--- config.mk ---
export PLATFORM = sky130hd
export DESIGN_NAME = touch_line_parser
export DESIGN_NICKNAME = d
export VERILOG_FILES = /design/src/hw/rtl/tlp_pkg.sv /design/src/hw/rtl/tlp_parse_core.sv /design/src/hw/rtl/touch_line_parser.sv
export SDC_FILE = /design/constraint.sdc
export NUM_CORES = 1
export LEC_CHECK = 0
export ABC_CLOCK_PERIOD_IN_PS = 5100
export BUFFER_PORTS_ARGS = -buffer_cell sky130_fd_sc_hd__buf_2
export CAP_MARGIN = 0
export CORE_UTILIZATION = 57
export CTS_BUF_LIST = sky130_fd_sc_hd__clkbuf_4 sky130_fd_sc_hd__clkbuf_8 sky130_fd_sc_hd__clkbuf_16
export DETAILED_ROUTE_END_ITERATION = 10
export PLACE_DENSITY = 0.78
export SLEW_MARGIN = 20
export SYNTH_ARGS = -nofsm -noshare
export SYNTH_HDL_FRONTEND = slang
export SYNTH_SLANG_ARGS = --single-unit
--- constraint.sdc ---
create_clock -name clk -period 5.1 [get_ports clk]
set_input_delay 0.255 -clock clk [delete_from_list [all_inputs] [get_ports clk]]
set_output_delay 0.255 -clock clk [all_outputs]
set_load 0.01 [all_outputs]
--- src/hw/rtl/tlp_pkg.sv ---
// ----------------------------------------------------------------------------
// tlp_pkg - shared types and helpers for the touch line parser
// Parse phases, the result record and character class helpers.
// ----------------------------------------------------------------------------
package tlp_pkg;

	localparam int unsigned ByteW  = 8;
	localparam int unsigned WordW  = 32;
	localparam int unsigned AccW   = WordW + 4;
	localparam int unsigned TagLen = 5;
	localparam int unsigned TagPosW = 3;

	localparam logic [ByteW-1:0] MaxLenReset = 8'd128;
	localparam logic [ByteW-1:0] ChNewline   = 8'd10;
	localparam logic [ByteW-1:0] ChCr        = 8'd13;
	localparam logic [ByteW-1:0] ChPlus      = 8'h2B;
	localparam logic [ByteW-1:0] ChMinus     = 8'h2D;

	localparam logic [AccW-1:0] ZoneLimPos  = 36'h0_7FFF_FFFF;
	localparam logic [AccW-1:0] ZoneLimNeg  = 36'h0_8000_0000;
	localparam logic [WordW-1:0] StampSat   = 32'hFFFF_FFFF;

	typedef enum logic [3:0] {
		PH_TAG_WS     = 4'd0,
		PH_TAG        = 4'd1,
		PH_ZONE_WS    = 4'd2,
		PH_ZONE_SIGN  = 4'd3,
		PH_ZONE_DIG   = 4'd4,
		PH_STAMP_WS   = 4'd5,
		PH_STAMP_SIGN = 4'd6,
		PH_STAMP_DIG  = 4'd7,
		PH_STAMP_DONE = 4'd8,
		PH_DEAD       = 4'd9
	} phase_t;

	// One parsed line, as handed from the parser core to the output stage
	typedef struct packed {
		logic             hit;
		logic [WordW-1:0] zone;
		logic [WordW-1:0] millis;
	} result_t;

	function automatic logic is_space(input logic [ByteW-1:0] c);
		return (c == 8'd32) || (c == 8'd9) || (c == 8'd11) || (c == 8'd12) || (c == ChCr);
	endfunction

	function automatic logic is_digit(input logic [ByteW-1:0] c);
		return (c >= 8'h30) && (c <= 8'h39);
	endfunction

	// Expected tag letter at a given position of "TOUCH"
	function automatic logic [ByteW-1:0] tag_char(input logic [TagPosW-1:0] pos);
		logic [ByteW-1:0] ch;
		unique case (pos)
			3'd0:    ch = 8'h54;
			3'd1:    ch = 8'h4F;
			3'd2:    ch = 8'h55;
			3'd3:    ch = 8'h43;
			3'd4:    ch = 8'h48;
			default: ch = 8'h00;
		endcase
		return ch;
	endfunction

endpackage

--- src/hw/rtl/tlp_parse_core.sv ---
// ----------------------------------------------------------------------------
// tlp_parse_core - per-byte parser state and line result
// Updates the parse state on every accepted byte and flags a finished line.
// ----------------------------------------------------------------------------
module tlp_parse_core
	import tlp_pkg::*;
(
	input  logic             clk,
	input  logic             arst_n,
	input  logic             acc,
	input  logic [ByteW-1:0] rx_byte,
	input  logic [ByteW-1:0] max_len,
	output result_t          res
);

	phase_t             phase_q, phase_n;
	logic [ByteW-1:0]   len_q, len_n;
	logic [TagPosW-1:0] pos_q, pos_n, pos_e;
	logic               mis_q, mis_n, mis_e;
	logic [WordW-1:0]   zval_q, zval_n;
	logic               zneg_q, zneg_n, zov_q, zov_n;
	logic [WordW-1:0]   sval_q, sval_n;
	logic               sneg_q, sneg_n, sov_q, sov_n;

	logic               nl, sp, dg, sgn, stamp_start;
	logic [3:0]         dval;
	logic [AccW-1:0]    zacc, sacc, zlim;
	logic               line_ok;

	// Character classes and digit accumulators
	always_comb begin
		nl   = (rx_byte == ChNewline);
		sp   = is_space(rx_byte);
		dg   = is_digit(rx_byte);
		sgn  = (rx_byte == ChPlus) || (rx_byte == ChMinus);
		dval = rx_byte[3:0];
		zacc = {1'b0, zval_q, 3'b000} + {3'b000, zval_q, 1'b0} + {{(AccW-4){1'b0}}, dval};
		sacc = {1'b0, sval_q, 3'b000} + {3'b000, sval_q, 1'b0} + {{(AccW-4){1'b0}}, dval};
		zlim = zneg_q ? ZoneLimNeg : ZoneLimPos;
		pos_e = (phase_q == PH_TAG) ? pos_q : '0;
		mis_e = (phase_q == PH_TAG) ? mis_q : 1'b0;
	end

	// Next state
	always_comb begin
		phase_n = phase_q;
		len_n   = len_q;
		pos_n   = pos_q;
		mis_n   = mis_q;
		zval_n  = zval_q;
		zneg_n  = zneg_q;
		zov_n   = zov_q;
		sval_n  = sval_q;
		sneg_n  = sneg_q;
		sov_n   = sov_q;
		stamp_start = 1'b0;

		if (acc) begin
			if (nl || (len_q >= max_len)) begin
				// end of line or runaway line: start over
				phase_n = PH_TAG_WS;
				len_n   = '0;
				pos_n   = '0;
				mis_n   = 1'b0;
				zval_n  = '0;
				zneg_n  = 1'b0;
				zov_n   = 1'b0;
				sval_n  = '0;
				sneg_n  = 1'b0;
				sov_n   = 1'b0;
			end else begin
				len_n = len_q + 8'd1;
				unique case (phase_q)
					PH_TAG_WS, PH_TAG: begin
						if (!(phase_q == PH_TAG_WS && sp)) begin
							phase_n = PH_TAG;
							pos_n   = pos_e;
							mis_n   = mis_e;
							if (sp) begin
								phase_n = (!mis_e && pos_e == TagPosW'(TagLen)) ?
									PH_ZONE_WS : PH_DEAD;
							end else if (pos_e < TagPosW'(TagLen) &&
									rx_byte == tag_char(pos_e)) begin
								pos_n = pos_e + 3'd1;
							end else begin
								mis_n = 1'b1;
							end
						end
					end
					PH_ZONE_WS: begin
						if (!sp) begin
							if (sgn) begin
								zneg_n  = (rx_byte == ChMinus);
								phase_n = PH_ZONE_SIGN;
							end else if (dg) begin
								zval_n  = {{(WordW-4){1'b0}}, dval};
								phase_n = PH_ZONE_DIG;
							end else begin
								phase_n = PH_DEAD;
							end
						end
					end
					PH_ZONE_SIGN: begin
						if (dg) begin
							zval_n  = {{(WordW-4){1'b0}}, dval};
							phase_n = PH_ZONE_DIG;
						end else begin
							phase_n = PH_DEAD;
						end
					end
					PH_ZONE_DIG: begin
						if (dg) begin
							if (!zov_q) begin
								if (zacc > zlim) zov_n = 1'b1;
								else zval_n = zacc[WordW-1:0];
							end
						end else if (zov_q) begin
							phase_n = PH_DEAD;
						end else begin
							stamp_start = 1'b1;
						end
					end
					PH_STAMP_WS: begin
						stamp_start = 1'b1;
					end
					PH_STAMP_SIGN: begin
						if (dg) begin
							sval_n  = {{(WordW-4){1'b0}}, dval};
							phase_n = PH_STAMP_DIG;
						end else begin
							sneg_n  = 1'b0;
							sval_n  = '0;
							phase_n = PH_STAMP_DONE;
						end
					end
					PH_STAMP_DIG: begin
						if (dg) begin
							if (!sov_q) begin
								if (sacc[AccW-1:WordW] != '0) sov_n = 1'b1;
								else sval_n = sacc[WordW-1:0];
							end
						end else begin
							phase_n = PH_STAMP_DONE;
						end
					end
					default: begin
					end
				endcase

				// first character of the stamp field
				if (stamp_start) begin
					if (sp) begin
						phase_n = PH_STAMP_WS;
					end else if (sgn) begin
						sneg_n  = (rx_byte == ChMinus);
						phase_n = PH_STAMP_SIGN;
					end else if (dg) begin
						sval_n  = {{(WordW-4){1'b0}}, dval};
						phase_n = PH_STAMP_DIG;
					end else begin
						phase_n = PH_STAMP_DONE;
					end
				end
			end
		end
	end

	// Line result on a newline
	always_comb begin
		line_ok = (phase_q == PH_ZONE_DIG && !zov_q) || (phase_q == PH_STAMP_WS) ||
			(phase_q == PH_STAMP_SIGN) || (phase_q == PH_STAMP_DIG) ||
			(phase_q == PH_STAMP_DONE);
		res.hit  = acc && nl && line_ok;
		res.zone = zneg_q ? (WordW'(0) - zval_q) : zval_q;
		if (phase_q == PH_ZONE_DIG || phase_q == PH_STAMP_SIGN) res.millis = '0;
		else if (sov_q) res.millis = StampSat;
		else res.millis = sneg_q ? (WordW'(0) - sval_q) : sval_q;
	end

	// Control state
	always_ff @(posedge clk or negedge arst_n) begin
		if (!arst_n) begin
			phase_q <= PH_TAG_WS;
			len_q   <= '0;
			pos_q   <= '0;
			mis_q   <= 1'b0;
			zneg_q  <= 1'b0;
			zov_q   <= 1'b0;
			sneg_q  <= 1'b0;
			sov_q   <= 1'b0;
			zval_q  <= '0;
			sval_q  <= '0;
		end else begin
			phase_q <= phase_n;
			len_q   <= len_n;
			pos_q   <= pos_n;
			mis_q   <= mis_n;
			zneg_q  <= zneg_n;
			zov_q   <= zov_n;
			sneg_q  <= sneg_n;
			sov_q   <= sov_n;
			zval_q  <= zval_n;
			sval_q  <= sval_n;
		end
	end

`ifndef SYNTHESIS
	a_nl_clears: assert property (@(posedge clk) disable iff (!arst_n)
		(acc && nl) |=> (phase_q == PH_TAG_WS && len_q == '0))
		else $error("newline did not return parser to line start");
	a_tag_pos: assert property (@(posedge clk) disable iff (!arst_n)
		(pos_q <= TagPosW'(TagLen)))
		else $error("tag position ran past the tag");
	a_runaway_restart: assert property (@(posedge clk) disable iff (!arst_n)
		(acc && !nl && (len_q >= max_len)) |=> (phase_q == PH_TAG_WS && len_q == '0))
		else $error("runaway line did not restart the parser");
`endif

endmodule

--- src/hw/rtl/touch_line_parser.sv ---
// ----------------------------------------------------------------------------
// touch_line_parser - "TOUCH <zone> [<stamp>]" line recognizer
// Takes one serial byte per request and emits zone and stamp per valid line.
// ----------------------------------------------------------------------------
// Throughput: one byte per cycle while in_stall is low; each byte updates the parser state directly.
// A line result is registered into the output entry and shown on out_valid, or parked in the skid if the output stalls.
// A two-entry output stage (register plus skid) raises in_stall only when
// both entries hold results that are not yet taken.
// Reset: arst_n clears the parser to line start and max line length to 128.
module touch_line_parser
	import tlp_pkg::*;
(
	input  logic                    clk,
	input  logic                    arst_n,
	input  logic                    in_valid,
	output logic                    in_stall,
	input  logic [ByteW-1:0]        rx_byte,
	output logic                    out_valid,
	input  logic                    out_stall,
	output logic signed [WordW-1:0] zone,
	output logic [WordW-1:0]        device_millis,
	input  logic                    cfg_we,
	input  logic [ByteW-1:0]        cfg_wdata
);

	logic             in_acc, out_pop;
	logic [ByteW-1:0] max_len_q;
	result_t          res;
	logic             out_valid_q, skid_valid_q;
	logic [WordW-1:0] out_zone_q, out_millis_q, skid_zone_q, skid_millis_q;

	assign in_acc   = in_valid && !in_stall;
	assign in_stall = skid_valid_q;
	assign out_pop  = out_valid_q && !out_stall;

	// Configuration register
	always_ff @(posedge clk or negedge arst_n) begin
		if (!arst_n) begin
			max_len_q <= MaxLenReset;
		end else if (cfg_we) begin
			max_len_q <= cfg_wdata;
		end
	end

	tlp_parse_core u_core (
		.clk     (clk),
		.arst_n  (arst_n),
		.acc     (in_acc),
		.rx_byte (rx_byte),
		.max_len (max_len_q),
		.res     (res)
	);

	// Output register and skid: hold a result while the sink stalls
	always_ff @(posedge clk or negedge arst_n) begin
		if (!arst_n) begin
			out_valid_q  <= 1'b0;
			skid_valid_q <= 1'b0;
		end else begin
			if (skid_valid_q) begin
				if (out_pop) skid_valid_q <= 1'b0;
			end else if (res.hit) begin
				if (out_valid_q && out_stall) skid_valid_q <= 1'b1;
				else out_valid_q <= 1'b1;
			end else if (out_pop) begin
				out_valid_q <= 1'b0;
			end
		end
	end

	// Payload of the two entries
	always_ff @(posedge clk) begin
		if (skid_valid_q) begin
			if (out_pop) begin
				out_zone_q   <= skid_zone_q;
				out_millis_q <= skid_millis_q;
			end
		end else if (res.hit) begin
			if (out_valid_q && out_stall) begin
				skid_zone_q   <= res.zone;
				skid_millis_q <= res.millis;
			end else begin
				out_zone_q   <= res.zone;
				out_millis_q <= res.millis;
			end
		end
	end

	assign out_valid     = out_valid_q;
	assign zone          = $signed(out_zone_q);
	assign device_millis = out_millis_q;

`ifndef SYNTHESIS
	a_skid_behind_out: assert property (@(posedge clk) disable iff (!arst_n)
		skid_valid_q |-> out_valid_q)
		else $error("skid entry held without an output entry");
	a_hit_to_skid: assert property (@(posedge clk) disable iff (!arst_n)
		(res.hit && out_valid_q && out_stall) |=> skid_valid_q)
		else $error("result arriving at a stalled output was not parked");
	a_skid_drains: assert property (@(posedge clk) disable iff (!arst_n)
		(skid_valid_q && !out_stall) |=> (!skid_valid_q && out_valid_q))
		else $error("skid entry did not move to the output");
`endif

endmodule
; After elaboration in Yosys (flattened, before gate mapping)
; Index checks and enable logic that the tools add are counted.
[totals]
output_inout_bits = 66
elab_cells = 213
reg_bits = 222
input_bits = 21
[op_classes]
add_sub_neg = 8
n_reduce_logical = 48
n_eq_ne = 37
n_bitwise = 1
mux = 97
magnitude_cmp = 5
[op_table]
columns = operator, n
row1 = $mux 32, 28
row2 = $pmux 32 s3, 1
row3 = $add 35x33->36, 2
row4 = $add 36x4->36, 2
row5 = $pmux 32 s2, 1
row6 = $sub 1x32->32 const A, 2
row7 = $mux 4, 15
row8 = $mux 8, 6
row9 = $eq 8x4->1 const B, 5
row10 = $mux 1, 37
row11 = $gt 36x36->1, 1
row12 = $pmux 7 s5, 1
row13 = $eq 8x6->1 const B, 3
row14 = $pmux 4 s6, 1
row15 = $mux 3, 6
row16 = $reduce_and 3->1, 6
row17 = $eq 4x3->1 const B, 4
row18 = $reduce_bool 2->1, 8
row19 = $reduce_and 7->1, 2
row20 = $ne 4x4->1 const B, 3
row21 = $logic_or 1x1->1, 11
row22 = $logic_and 1x1->1, 10
row23 = $ne 3x3->1 const B, 3
row24 = $add 8x1->8 const B, 1
row25 = other kinds (27), 37

; Depth between registers and ports, before layout
[logic_depth]
word_depth = 17
ltp_mapped = 22

; Hierarchy
; From an unflattened synthesis, not the netlist that was laid out.
[unflattened]
cells_unflattened = 1533
hier_area_um2 = 15871.5
[modules_own_cells]
columns = module, area_per_inst_um2, cells_each, instances
row1 = tlp_parse_core, 10825.4, 1303, 1
row2 = touch_line_parser, 5046.1, 230, 1

; Worst setup path before layout
; Ideal clock, no wire load.
[synth_timing]
path_kind = register to register
start = register u_core.zval_q[0]
end = register u_core.zval_q[17]
required_ns = 4.979
n_path_buf = 1
period_less_slack_ns = 5.152
path_stages_with_launch = 21
t_arrival_ns = 5.031
path_slack_ns = -0.052
path_cell_list = dfrtp_1 -> fa_1 -> ha_1 -> a211o_1 -> nor4bb_1 -> o31a_1 -> or2_2 -> a21o_1 -> a21oi_1 -> xnor2_1 -> ha_1 -> a41o_1 -> a21oi_1 -> o221ai_1 -> o41ai_1 -> a22o_1 -> o2111ai_1 -> a2111oi_2 -> o221ai_2 -> buf_6 -> a22o_1
[synth_via]
elab_chain_len = 7
word_cells_on_any_way = 10
[synth_lines]
columns = element, line_no
row1 = start: declaration, tlp_parse_core.sv:20  ; logic [WordW-1:0] zval_q, zval_n;
row2 = start signal: assignment, tlp_parse_core.sv:202  ; zval_q <= zval_n;
row3 = $add 35x33->36 *, tlp_parse_core.sv:37  ; zacc = {1'b0, zval_q, 3'b000} + {3'b000, zval_q, 1'b0} + {{(AccW-4){1'b0}}, dval};
row4 = $add 36x4->36 *, tlp_parse_core.sv:37
row5 = "parallel branches: the longest is 5 deep, another holds $gt 36x36->1", n/a
; Mark *: on every way between the ends. The select of a mux whose other input is x is not followed.
; A chain may end at the register's enable or synchronous reset.

; Final worst setup path
[layout_timing]
start = register u_core.zval_q[2]
end = register u_core.zval_q[23]
; The elaborated chain is that of the path after synthesis.

==> flow_summary.toml <==
[detailed_routing]
route.antenna.remaining_nets = 0
drc = 0
via_per_inst = 6.20
wire_per_inst_um = 18.8
initialDrtViolationCount = 1131
firstDrtPassIters = 6
vias = 13600
wirelength_mm = 41.4

[logic_synthesis]
seq_area_frac_synth_pct = 38.4
synth.distinct_cells = 90
netlist_area_um2 = 16100
ys_seq_elements = 222
ys.warnings.count = 0
synth_nets = 1846
synth_edf_count = 128
synth.avg_cell_area_um2 = 9.79
postSynthCellCount = 1647
synth-main-ff-cell = "edfxtp_1"
async_reset_ff_share_pct = 42.3

[clock_tree]
clk_latency_ns = 0.53
h-tree-depth = 1
clk_pin_slew_ns = 0.06
cts_buffer_depth = 3
clockRootBuffer = "clkbuf_16"
numCtsBuffers = 25
cts_tree = "yes"
clock_sinks = 222

[critical_path]
rrSetupSlack_ns = -0.43
crit_top_cell = "a22o_1"
critical-path-slowest-cell = "fa_1"
rr_worst_depth = 22
worst-path-buf-inv = 3
cp_cell_sequence = "fa_1 -> ha_4 -> a211o_1 -> nor4bb_4 -> o31a_1 -> o31a_1 -> a21boi_1 -> buf_4 -> o21ai_2 -> xor2_1 -> ha_1 -> a21o_1 -> a21o_1 -> a22o_1 -> nor3_2 -> a22o_1 -> o2111ai_2 -> a2111oi_4 -> o221ai_4 -> buf_12 -> buf_16 -> a22o_1"
critPathLaunchType = "flip-flop"
required_ns = 5.51
r2r_end = "u_core.zval_q[23]"
crit_type = "flip-flop to flip-flop"
r2r-start = "u_core.zval_q[2]"
cp_max_fo = 6
critPathTopFamily = "compound AO/OA/AOI/OAI gates"
arrival_ns = 5.94
slowest_delay_ns = 0.61
critical_path.endpoint_type = "flip-flop"

[power]
comb_power_share_pct = 39.1
irDropWorstVdd_mv = 0.246
switchingPower_w = 0.00265
internal_power_w = 0.00443
p_sw_share_pct = 37.4
clockPowerShare_pct = 26.6
p_per_area_nw_per_um2 = 378
power_frac_seq_pct = 34.3
p_leak_nw = 8.36

[hold_path]
min-delay-start = "cfg_we"
hold_class = "primary input to flip-flop"
hold_depth = 3
hold_end = "max_len_q[7]"

[finish]
antennaDiodeCount = 0
multiInputGateArea_um2 = 9490
fillers = 2164
regArea_um2 = 6200
nets = 2003
drive_gt1_share_pct = 18.2
syn2layout_area_growth_pct = 16.2

[sta]
maxSlewHeadroom_pct = 27.6
min_period_over_period_pct = 108
worst_slew_pin_slew_ns = 1.09
drv_slew = 0
finalSetupViolations = 32
whs_ns = 0.0543
fin_setup_tns_ns = -11.54
setup_ws_ns = -0.431
rsz0062_at_grt = "true"
max_freq_ghz = 0.181
skew_ns = 0.0175
hold_violations = 0
period_minus_slack_ns = 5.53

[floorplan]
fp.dieW_um = 170
start_util_pct = 58.1
die_h_um = 170
core.rowCount = 61
dieArea_um2 = 29000
core_area_um2 = 27800
ios = 87

[global_route]
grt_pass1_wl_mm = 67.4
grt_pass1_vias = 13200
antenna_found_initial = 0
grt_start_max_net_pins = 83
grt_usage_pct = 28.8
grt.overflow.total = 0

[place]
numPortBuffers = 86
dp_hpwl_mm = 30.0
gp_congestion = 0.928

[job]
cap_violations = 0

[run_status]
status = "finished, violations left"
failed_checks = "negative setup slack"
[power groups by stage]
stage	combinational (W)	clock (W)	sequential (W)
after floorplan	0.00221	0	0.00234
after global placement	0.00262	0	0.00245
after detailed placement	0.00272	0	0.00245
after CTS	0.00275	0.00191	0.00242
after global routing	0.00310	0.00197	0.00245
final	0.00277	0.00189	0.00243
[cell usage after synthesis (all sizes together) (6+ instances only)]
library cell / count / area [um^2]
and4: 6 / 52.6
a21oi: 102 / 514
or3: 9 / 61.3
nand3: 44 / 225
clkbuf: 57 / 216
ha: 174 / 2180
and2: 8 / 50.1
o31a: 7 / 61.3
a21o: 35 / 263
nor2: 119 / 447
nor3: 34 / 175
o22ai: 28 / 175
and3: 16 / 100
a211oi: 13 / 97.6
mux2: 38 / 428
buf: 20 / 134
a31oi: 28 / 175
o211ai: 15 / 113
nor4: 7 / 65.1
nor2b: 12 / 75.1
dfrtp: 93 / 2330
xor2: 30 / 263
o31ai: 50 / 380
or4: 9 / 75.1
o21a: 13 / 97.6
xnor2: 91 / 797
inv: 71 / 267
a2111oi: 8 / 83.8
nand2: 129 / 484
edfxtp: 128 / 3840
nand2b: 13 / 81.3
mux2i: 7 / 70.1
a22o: 31 / 272
o21ai: 87 / 435
nand4: 26 / 178
o41ai: 11 / 96.3
[registers in the layout, indices dropped and copies added, names as in the netlist, 3 cells and up]
name,count
device_millis,32
u_core.len_q,8
u_core.pos_q,3
u_core.sval_q,32
u_core.phase_q,4
skid_millis_q,32
u_core.zval_q,32
max_len_q,8
zone,32
skid_zone_q,32
[metrics by stage]
stage          worst slack (ns)  util [%]  std cells  power (W)  cell area, um^2
5_1_grt                  -0.594      67.5       2200    0.00753            18800
3_5_place_dp             -0.299      62.9       2129    0.00517            17500
4_1_cts                  -0.318      67.0       2195    0.00708            18600
6_report                 -0.431      67.5       2200    0.00709            18800
3_3_place_gp             -0.117      62.9       2129    0.00507            17500
2_1_floorplan            0.0316         -       1647    0.00455            16100
[worst max-delay path by stage]
stage	cells past startpoint	to	from
after floorplan	20	u_core.zval_q[17]	u_core.zval_q[0]
after global placement	21	u_core.zval_q[9]	rx_byte[3]
after detailed placement	21	u_core.zval_q[6]	u_core.zval_q[0]
after CTS	21	u_core.zval_q[4]	u_core.zval_q[0]
after global routing	22	u_core.zval_q[8]	u_core.zval_q[2]
final	22	u_core.zval_q[23]	u_core.zval_q[2]
[layer usage]
layer	wire length [um]	global-route usage, %	vias up
met4	935	8.26	0
met1	19100	41.4	6540
met2	18600	45.6	486
met3	2710	3.49	83
li1	-	-	6522
met5	0	0	-
[cells in the final DEF, fill, tap and decap left out, types with 32 or more instances in the layout]
cell type,netlist,layout
a21o_1,35,35
a21oi_1,101,96
buf_2,8,85
buf_4,3,105
dfrtp_1,93,91
edfxtp_1,128,128
ha_1,174,173
inv_1,71,71
mux2_2,38,38
nand2_1,129,129
nand3_1,43,42
nor2_1,119,118
nor3_1,33,32
o21ai_0,85,80
o31ai_1,49,49
xnor2_1,91,90
[tightest hold or removal path, stage by stage]
cell	delay, ns
buf_2	0.17
nand2_1	0.07
o21ai_0	0.07
[what timing repair did]
item                                    4_1_cts  5_1_grt
resized for setup                            15       20
hold endpoints to repair                     56        0
endpoints found under the setup margin       32       33
pin swaps                                    26       28
gates cloned                                  2        0
hold buffers                                 10        0
buffers inserted                              9        7
[final cells by class]
| cell class | count | area share [%] |
|---|---|---|
| clock buffer | 27 | 3.45 |
| tap | 378 | 2.52 |
| multi-input combinational | 1275 | 50.6 |
| clock inverter | 18 | 1.17 |
| inverter | 73 | 1.46 |
| sequential | 222 | 33.1 |
| timing repair buffer | 207 | 7.73 |
[logic make-up after synthesis]
logic type | Yosys count | share of synthesized area, %
AND/OR/NAND/NOR | 447 | 13.7
multiplexers | 45 | 3.09
adder cells (fa/ha/maj) | 178 | 14.0
XOR/XNOR | 121 | 6.57
flip-flops | 222 | 38.4
AO/OA/AOI/OAI | 484 | 20.4
buffers and inverters | 150 | 3.87
Power figures use the tool's default switching activity.
